--- config.mk ---
export PLATFORM = sky130hd
export DESIGN_NAME = sorted_descending_table
export DESIGN_NICKNAME = d
export VERILOG_FILES = /design/src/design/sdt_pkg.sv /design/src/design/sdt_mem.sv /design/src/design/sorted_descending_table.sv
export SDC_FILE = /design/constraint.sdc
export NUM_CORES = 1
export LEC_CHECK = 0
export BUFFER_PORTS_ARGS = -buffer_cell sky130_fd_sc_hd__buf_2
export CORE_MARGIN = 10
export CORE_UTILIZATION = 40
export DETAILED_ROUTE_END_ITERATION = 7
export HOLD_SLACK_MARGIN = 0.05
export MAX_ROUTING_LAYER = met4
export SLEW_MARGIN = 20
export SYNTH_ARGS = -nofsm -noshare
export SYNTH_HDL_FRONTEND = slang
export SYNTH_SLANG_ARGS = --single-unit
--- constraint.sdc ---
create_clock -name aclk -period 10.5 [get_ports aclk]
set_clock_uncertainty 0.1 [all_clocks]
set_input_delay 0.525 -clock aclk [delete_from_list [all_inputs] [get_ports aclk]]
set_output_delay 0.525 -clock aclk [all_outputs]
set_load 0.005 [all_outputs]
--- src/design/sdt_pkg.sv ---
`timescale 1ns / 1ps
// ----------------------------------------------------------------------------
// sdt_pkg: shared types for the sorted descending table
// Command and status codes, the controller state type, and the packed item
// structures of the input and result channels.
// ----------------------------------------------------------------------------
package sdt_pkg;

    localparam int CMD_W   = 2;
    localparam int VALUE_W = 32;
    localparam int STAT_W  = 2;
    localparam int POS_W   = 4;
    localparam int TOTAL_W = 5;

    typedef enum logic [CMD_W-1:0] {
        CMD_INSERT = 2'd0,
        CMD_SEARCH = 2'd1,
        CMD_CLEAR  = 2'd2,
        CMD_NOP    = 2'd3
    } cmd_t;

    typedef enum logic [STAT_W-1:0] {
        STAT_OK   = 2'd0,
        STAT_MISS = 2'd1,
        STAT_FULL = 2'd2
    } status_t;

    typedef enum logic [1:0] {
        ST_IDLE,
        ST_SCAN,
        ST_HEAD,
        ST_DONE
    } state_t;

    typedef struct packed {
        logic [CMD_W-1:0]          command;
        logic signed [VALUE_W-1:0] value;
    } in_item_t;

    typedef struct packed {
        logic [STAT_W-1:0]  status;
        logic [POS_W-1:0]   position;
        logic [TOTAL_W-1:0] entry_total;
    } out_item_t;

endpackage

--- src/design/sdt_mem.sv ---
`timescale 1ns / 1ps
// ----------------------------------------------------------------------------
// sdt_mem: entry storage
// Single-port-write, single-port-read synchronous memory with a registered
// read data output.
// ----------------------------------------------------------------------------
module sdt_mem #(
    parameter int DEPTH = 16,
    parameter int WIDTH = 32
) (
    input  logic                     aclk,
    input  logic                     wr_en,
    input  logic [$clog2(DEPTH)-1:0] wr_addr,
    input  logic [WIDTH-1:0]         wr_data,
    input  logic                     rd_en,
    input  logic [$clog2(DEPTH)-1:0] rd_addr,
    output logic [WIDTH-1:0]         rd_data
);

    logic [WIDTH-1:0] mem [DEPTH];
    logic [WIDTH-1:0] rd_data_reg;

    // Write port.
    always_ff @(posedge aclk) begin
        if (wr_en) begin
            mem[wr_addr] <= wr_data;
        end
    end

    // Registered read port.
    always_ff @(posedge aclk) begin
        if (rd_en) begin
            rd_data_reg <= mem[rd_addr];
        end
    end

    assign rd_data = rd_data_reg;

endmodule

--- src/design/sorted_descending_table.sv ---
`timescale 1ns / 1ps
// ----------------------------------------------------------------------------
// sorted_descending_table: bounded table of signed values, greatest first
// Inserts, searches and clears a table held in one synchronous memory.
// ----------------------------------------------------------------------------
// The table takes one item at a time and returns one result item for each.
// A clear, a no-op, an insert into a full or empty table and a search of an
// empty table go straight to the result without a memory walk. An insert
// walks the memory from the tail toward the head, moving one entry down per
// cycle, until the value lands after a stored entry that is not smaller or,
// when every entry is smaller, at the head. A search walks from the head
// and stops at the first equal entry, at the first smaller one or at the
// end of the table. The single memory read port limits each walk to one
// entry per cycle. A new item is taken as soon as the previous one has
// reached the result register, even while that result still waits for the
// consumer.
// ----------------------------------------------------------------------------
module sorted_descending_table #(
    parameter int CAPACITY    = 16,
    parameter int VALUE_WIDTH = 32
) (
    input  logic               aclk,
    input  logic               aresetn,
    input  logic               s_valid,
    output logic               s_ready,
    input  sdt_pkg::in_item_t  s_item,
    output logic               m_valid,
    input  logic               m_ready,
    output sdt_pkg::out_item_t m_item
);
    import sdt_pkg::*;

    localparam int AW = (CAPACITY > 1) ? $clog2(CAPACITY) : 1;
    localparam int CW = $clog2(CAPACITY + 1);

    // Control and working registers.
    state_t                        state_reg, state_next;
    cmd_t                          cmd_reg, cmd_next;
    logic signed [VALUE_WIDTH-1:0] key_reg, key_next;
    logic [AW-1:0]                 idx_reg, idx_next;
    logic [CW-1:0]                 count_reg, count_next;
    status_t                       res_status_reg, res_status_next;
    logic [AW-1:0]                 res_pos_reg, res_pos_next;
    logic                          m_valid_reg, m_valid_next;
    out_item_t                     m_item_reg, m_item_next;

    // Memory access.
    logic                   wr_en;
    logic [AW-1:0]          wr_addr;
    logic [VALUE_WIDTH-1:0] wr_data;
    logic                   rd_en;
    logic [AW-1:0]          rd_addr;
    logic [VALUE_WIDTH-1:0] rd_data;
    logic signed [VALUE_WIDTH-1:0] entry;
    logic signed [VALUE_WIDTH-1:0] in_key;
    logic                   accept;
    logic                   out_free;

    sdt_mem #(
        .DEPTH (CAPACITY),
        .WIDTH (VALUE_WIDTH)
    ) u_mem (
        .aclk    (aclk),
        .wr_en   (wr_en),
        .wr_addr (wr_addr),
        .wr_data (wr_data),
        .rd_en   (rd_en),
        .rd_addr (rd_addr),
        .rd_data (rd_data)
    );

    assign entry    = $signed(rd_data);
    assign in_key   = VALUE_WIDTH'(s_item.value);
    assign s_ready  = (state_reg == ST_IDLE);
    assign accept   = s_valid && s_ready;
    assign out_free = !m_valid_reg || m_ready;
    assign m_valid  = m_valid_reg;
    assign m_item   = m_item_reg;

    // State register.
    always_ff @(posedge aclk) begin
        if (!aresetn) begin
            state_reg   <= ST_IDLE;
            count_reg   <= '0;
            m_valid_reg <= 1'b0;
        end else begin
            state_reg   <= state_next;
            count_reg   <= count_next;
            m_valid_reg <= m_valid_next;
        end
    end

    // Payload registers.
    always_ff @(posedge aclk) begin
        cmd_reg        <= cmd_next;
        key_reg        <= key_next;
        idx_reg        <= idx_next;
        res_status_reg <= res_status_next;
        res_pos_reg    <= res_pos_next;
        m_item_reg     <= m_item_next;
    end

    // Next state, memory control and result.
    always_comb begin
        state_next      = state_reg;
        cmd_next        = cmd_reg;
        key_next        = key_reg;
        idx_next        = idx_reg;
        count_next      = count_reg;
        res_status_next = res_status_reg;
        res_pos_next    = res_pos_reg;
        m_valid_next    = m_valid_reg && !m_ready;
        m_item_next     = m_item_reg;
        wr_en           = 1'b0;
        wr_addr         = idx_reg;
        wr_data         = key_reg;
        rd_en           = 1'b0;
        rd_addr         = idx_reg;

        unique case (state_reg)
            ST_IDLE: begin
                if (accept) begin
                    cmd_next        = cmd_t'(s_item.command);
                    key_next        = in_key;
                    res_status_next = STAT_OK;
                    res_pos_next    = '0;
                    state_next      = ST_DONE;
                    unique case (cmd_t'(s_item.command))
                        CMD_INSERT: begin
                            if (count_reg >= CW'(CAPACITY)) begin
                                res_status_next = STAT_FULL;
                            end else if (count_reg == '0) begin
                                // Empty table: the value becomes the head.
                                wr_en      = 1'b1;
                                wr_addr    = '0;
                                wr_data    = in_key;
                                count_next = CW'(1);
                            end else begin
                                // Walk back from the tail.
                                idx_next   = AW'(count_reg - CW'(1));
                                rd_en      = 1'b1;
                                rd_addr    = AW'(count_reg - CW'(1));
                                state_next = ST_SCAN;
                            end
                        end
                        CMD_SEARCH: begin
                            if (count_reg == '0) begin
                                res_status_next = STAT_MISS;
                            end else begin
                                idx_next   = '0;
                                rd_en      = 1'b1;
                                rd_addr    = '0;
                                state_next = ST_SCAN;
                            end
                        end
                        CMD_CLEAR: begin
                            count_next = '0;
                        end
                        CMD_NOP: begin
                        end
                        default: begin
                        end
                    endcase
                end
            end

            ST_SCAN: begin
                if (cmd_reg == CMD_INSERT) begin
                    wr_en   = 1'b1;
                    wr_addr = AW'(idx_reg + AW'(1));
                    if (entry >= key_reg) begin
                        // The new value goes right after this entry.
                        wr_data      = key_reg;
                        res_pos_next = AW'(idx_reg + AW'(1));
                        count_next   = CW'(count_reg + CW'(1));
                        state_next   = ST_DONE;
                    end else begin
                        // Move this entry one place toward the tail.
                        wr_data = rd_data;
                        if (idx_reg == '0) begin
                            state_next = ST_HEAD;
                        end else begin
                            idx_next = AW'(idx_reg - AW'(1));
                            rd_en    = 1'b1;
                            rd_addr  = AW'(idx_reg - AW'(1));
                        end
                    end
                end else begin
                    if (entry == key_reg) begin
                        res_pos_next = idx_reg;
                        state_next   = ST_DONE;
                    end else if ((CW'(idx_reg) + CW'(1) == count_reg) || (entry < key_reg)) begin
                        // End of table, or past where an equal value could be.
                        res_status_next = STAT_MISS;
                        state_next      = ST_DONE;
                    end else begin
                        idx_next = AW'(idx_reg + AW'(1));
                        rd_en    = 1'b1;
                        rd_addr  = AW'(idx_reg + AW'(1));
                    end
                end
            end

            ST_HEAD: begin
                // Every entry was smaller: the value takes the head.
                wr_en        = 1'b1;
                wr_addr      = '0;
                wr_data      = key_reg;
                res_pos_next = '0;
                count_next   = CW'(count_reg + CW'(1));
                state_next   = ST_DONE;
            end

            ST_DONE: begin
                if (out_free) begin
                    m_valid_next            = 1'b1;
                    m_item_next.status      = res_status_reg;
                    m_item_next.position    = POS_W'(res_pos_reg);
                    m_item_next.entry_total = TOTAL_W'(count_reg);
                    state_next              = ST_IDLE;
                end
            end

            default: begin
                state_next = ST_IDLE;
            end
        endcase
    end

    // The count never exceeds the capacity.
    a_count_bound: assert property (@(posedge aclk) disable iff (!aresetn)
        count_reg <= CW'(CAPACITY))
        else $error("entry count above capacity");

    // Only stored entries are ever read.
    a_read_stored: assert property (@(posedge aclk) disable iff (!aresetn)
        rd_en |-> (CW'(rd_addr) < count_reg))
        else $error("read of an entry beyond the count");

    // A full status is reported only when the table is full.
    a_full_drop: assert property (@(posedge aclk) disable iff (!aresetn)
        (state_reg == ST_DONE && res_status_reg == STAT_FULL) |-> count_reg == CW'(CAPACITY))
        else $error("full status with room left");

    // An insert walk only runs with room for one more entry.
    a_insert_room: assert property (@(posedge aclk) disable iff (!aresetn)
        (state_reg == ST_SCAN && cmd_reg == CMD_INSERT) |-> count_reg < CW'(CAPACITY))
        else $error("insert walk in a full table");

endmodule

==> key figures <==
Cells and area
  – Ant diodes: 0
  – Max reg flops: between 500 and 600
  – Share of layout cells above drive strength 1: 12.5%
  – Finished Layout Cells: ~2500
  – Layout area overhead: 14.0%
  – Core Util, Final: between 40% and 50%
  – Nets: 1701

STA
  – Fmax: about 170 MHz
  – Setup ws final: ~4.4 ns
  – Slew headroom: roughly a quarter
  – Fin. max-slew vios: 0
  – Fin Setup TNS: 0 ns
  – Final Hold Violating Endpoints: 0
  – Worst-Margin Slew: 1.12 ns
  – Setup violation total in the final timing report: 0
  – Post-layout min period: about 6.1 ns
  – Final Cycle Share: 57.6%
  – Unrepaired setup endpoints after global routing: no

Synthesis
  – Post-synth design cell area: 24800 um2
  – Compound-cell area share of the yosys netlist: a little over 7%
  – Count leader, synth: edfxtp_1
  – Syn_nets: 1602
  – Largest cells by area after synthesis: edfxtp_1, mux2i_1, o22ai_1
  – Cell taking the most area after synthesis: edfxtp_1
  – Synth Instances: around 1500
  – Sequential area share after synthesis: approximately 73%
  – Number of synthesized flops with an enable pin: ~600
  – Number of distinct library cells after synthesis: between 60 and 70
  – Largest family of logic cells by synthesized area: multiplexers
  – Post-synth top cells: edfxtp_1, mux2i_1, o22ai_1
  – Flops & latches, synth: between 600 and 700
  – Xor/xnor share of the synthesized area: less than 1%
  – Syn_area_per_cell: approximately 16 um2
  – Synth Area in Simple Gates: under 10%
  – Mux contribution to synthesized area: between 10% and 20%
  – Main flop type after synthesis: edfxtp_1
  – Post-synth ARST share: 0%
  – Post-Synth Adder-Cell Area: 2.06%
  – Syn. warnings: 0
  – Post-synth top area share: a little under three quarters

GRT
  – Vias in the first global route: ~14000
  – GRT Util Overall: 17.4%
  – GRT overflow: 0
  – First-pass GRT wire length: 92500 um
  – Initial antenna violation count: 0
  – Largest net degree at the start of global routing: 64

Floorplan
  – Die ar.: about 72000 um2
  – Initial core utilization: roughly two fifths
  – Overall die width: approximately 270 um
  – Ports: 51
  – Die height: around 270 um
  – FP Rows: just over 90
  – Core Area: slightly above 60000 um2

Critical path
  – Critical Path End Type: flip-flop
  – CP Data Required Time: around 11 ns
  – Worst-path cell chain: ha_1, nand4_2, nor3_1, a221oi_1, and3_1, a31oi_1, o21a_1, and3_1, o21a_4, buf_4, mux2i_1, o22ai_1, or4_1
  – Crit path DAT: roughly 6.3 ns
  – Worst Reg-to-Reg Cells: 13
  – Crit-path most repeated cell: and3_1
  – CP Class: reg2reg
  – Largest fanout on the critical path: 63
  – Startpoint types: flip-flop
  – Crit-path max cell delay: around 0.95 ns
  – Critical-path top delay cell: buf_4

Pwr
  – Sequential power share: a little under two fifths
  – Worst IR Drop VDD: between 0.0002 and 0.0003 V
  – NetSw: 3530 uW
  – Pwr dens: 338 nW/um2
  – Pint: 6060 uW
  – Comb power frac: between 40% and 50%
  – Switching Fraction: approximately 37%
  – Clock power share: 21.8%
  – Lkg Pwr: 0.00993 uW

Place
  – Routability cong.: ~0.8
  – PortBufs: 50
  – Place WS: ~4.5 ns
  – Placed cell count: around 2400
  – Hpwl dp: 31900 um

Job
  – Max capacitance violation total: 0

Clock network
  – Clk sinks: 607
  – Clock Latency Late Sink: 0.65 ns
  – Root Buffer: clkbuf_16
  – CTS HTree Levels: 2
  – Post-CTS setup buffer count: 0
  – Longest Clk Path Bufs: 3
  – CTS tree: yes
  – CTS Buf Count: 61
  – Clock slew at reported path FFs: 0.06 ns

Routing
  – Via/cell ratio: around 5.6
  – Via count: between 10000 and 15000
  – Max layer used: met4
  – Total length of routed wires: ~63000 um
  – Met3 Routed Length: between 3000 and 4000 um
  – Met2 Wirelength: between 20000 and 30000 um
  – Router iterations before antenna repair: 6
  – Initial DRC Count: 1467
  – DRC: 0
  – Avg WL per Cell: ~25 um
  – Post-route ant nets: 0
  – Met1 wire length: approximately 28000 um

Worst hold path
  – Worst Hold Class: in2reg
  – WHS Path Cells: 1

Run status
  – Status: complete, no violations
critical path: cells and delay by family, from the launching register on:
kind / cells / cell delay (ns)
AOI/OAI and AO/OA: 5 / 1.47
adders and majority gates: 1 / 0.55
muxes: 1 / 0.30
and+or+nand+nor: 5 / 1.92
buffers and inverters: 1 / 0.95
DFF: 1 / 0.40
power groups by stage:
stage | Clock (uW) | Combinational, uW | Sequential (uW)
final | 2090 | 3830 | 3660
after global routing | 2210 | 4120 | 3690
after CTS | 2130 | 3850 | 3660
after floorplan | 0 | 2760 | 3650
after global placement | 0 | 3750 | 3690
after detailed placement | 0 | 3830 | 3710
kinds of logic (layout without fill, tap and decap cells):
family	after synthesis	count (layout)
flip-flops	607	607
multiplexers	258	258
AO/OA/AOI/OAI	250	250
AND/OR/NAND/NOR	193	193
buffers and inverters	163	308
adder cells (fa/ha/maj)	41	41
XOR/XNOR	11	11
layout by cell type, fill, tap and decap left out, types with 4 or more instances in the layout:
| cell | count |
|---|---|
| a222oi_1 | 32 |
| nor3_1 | 12 |
| nor2_1 | 16 |
| clkbuf_16 | 62 |
| clkinv_1 | 9 |
| o211ai_1 | 4 |
| inv_1 | 81 |
| or4_1 | 32 |
| and3_1 | 4 |
| dfxtp_1 | 12 |
| o21a_1 | 6 |
| a21o_1 | 4 |
| a21oi_1 | 15 |
| a211oi_1 | 7 |
| o22ai_1 | 129 |
| edfxtp_1 | 595 |
| nand3_1 | 11 |
| and2_1 | 4 |
| o21ai_0 | 22 |
| dlygate4sd3_1 | 31 |
| mux2i_1 | 258 |
| nand2_1 | 56 |
| nand4_1 | 7 |
| nand3b_1 | 4 |
| clkbuf_1 | 16 |
| nor2_4 | 17 |
| ha_1 | 41 |
| buf_4 | 35 |
| nor2b_1 | 7 |
| or2_2 | 4 |
| xnor2_1 | 8 |
| buf_2 | 50 |
| clkinv_2 | 14 |
| bufinv_16 | 4 |
layer usage:
metal  vias up  GRT usage (%)
met5         -              -
li1       6255              -
met3       121           2.48
met1      7110           23.6
met2       493           26.6
met4         0           5.65
stage by stage:
step / area [um2] / hold WS [ns] / total power [uW]
3_3_place_gp: 26100 / 0.305 / 7450
4_1_cts: 28300 / 0.0508 / 9640
2_1_floorplan: 24800 / 0.300 / 6410
5_1_grt: 28300 / 0.0645 / 10000
6_report: 28300 / 0.0730 / 9580
3_5_place_dp: 26100 / 0.307 / 7540
final timing paths:
path	startpoint	to	slack [ns]
worst max-delay path	u_mem.rd_data[31]	u_mem.rd_data[23]	4.45
worst max register to register	u_mem.rd_data[31]	u_mem.rd_data[23]	4.45
worst min register to register	res_status_reg[1]	m_item[10]	0.32
worst min-delay path	s_item[27]	key_reg[27]	0.07
final cells by class:
class,instances,area (um2)
flip-flops and latches,607,18100
inverters,83,312
fillers,5330,33300
clock buffers,78,1610
repair buffers,116,823
clock inverters,31,299
well taps,837,1050
multi-input cells,753,6130
timing repair:
item                                   4_1_cts  5_1_grt
resized for setup                            0        0
endpoints found under the hold margin       31        0
hold buffers                                31        0
No activity file was read; power rests on OpenSTA's default activity.
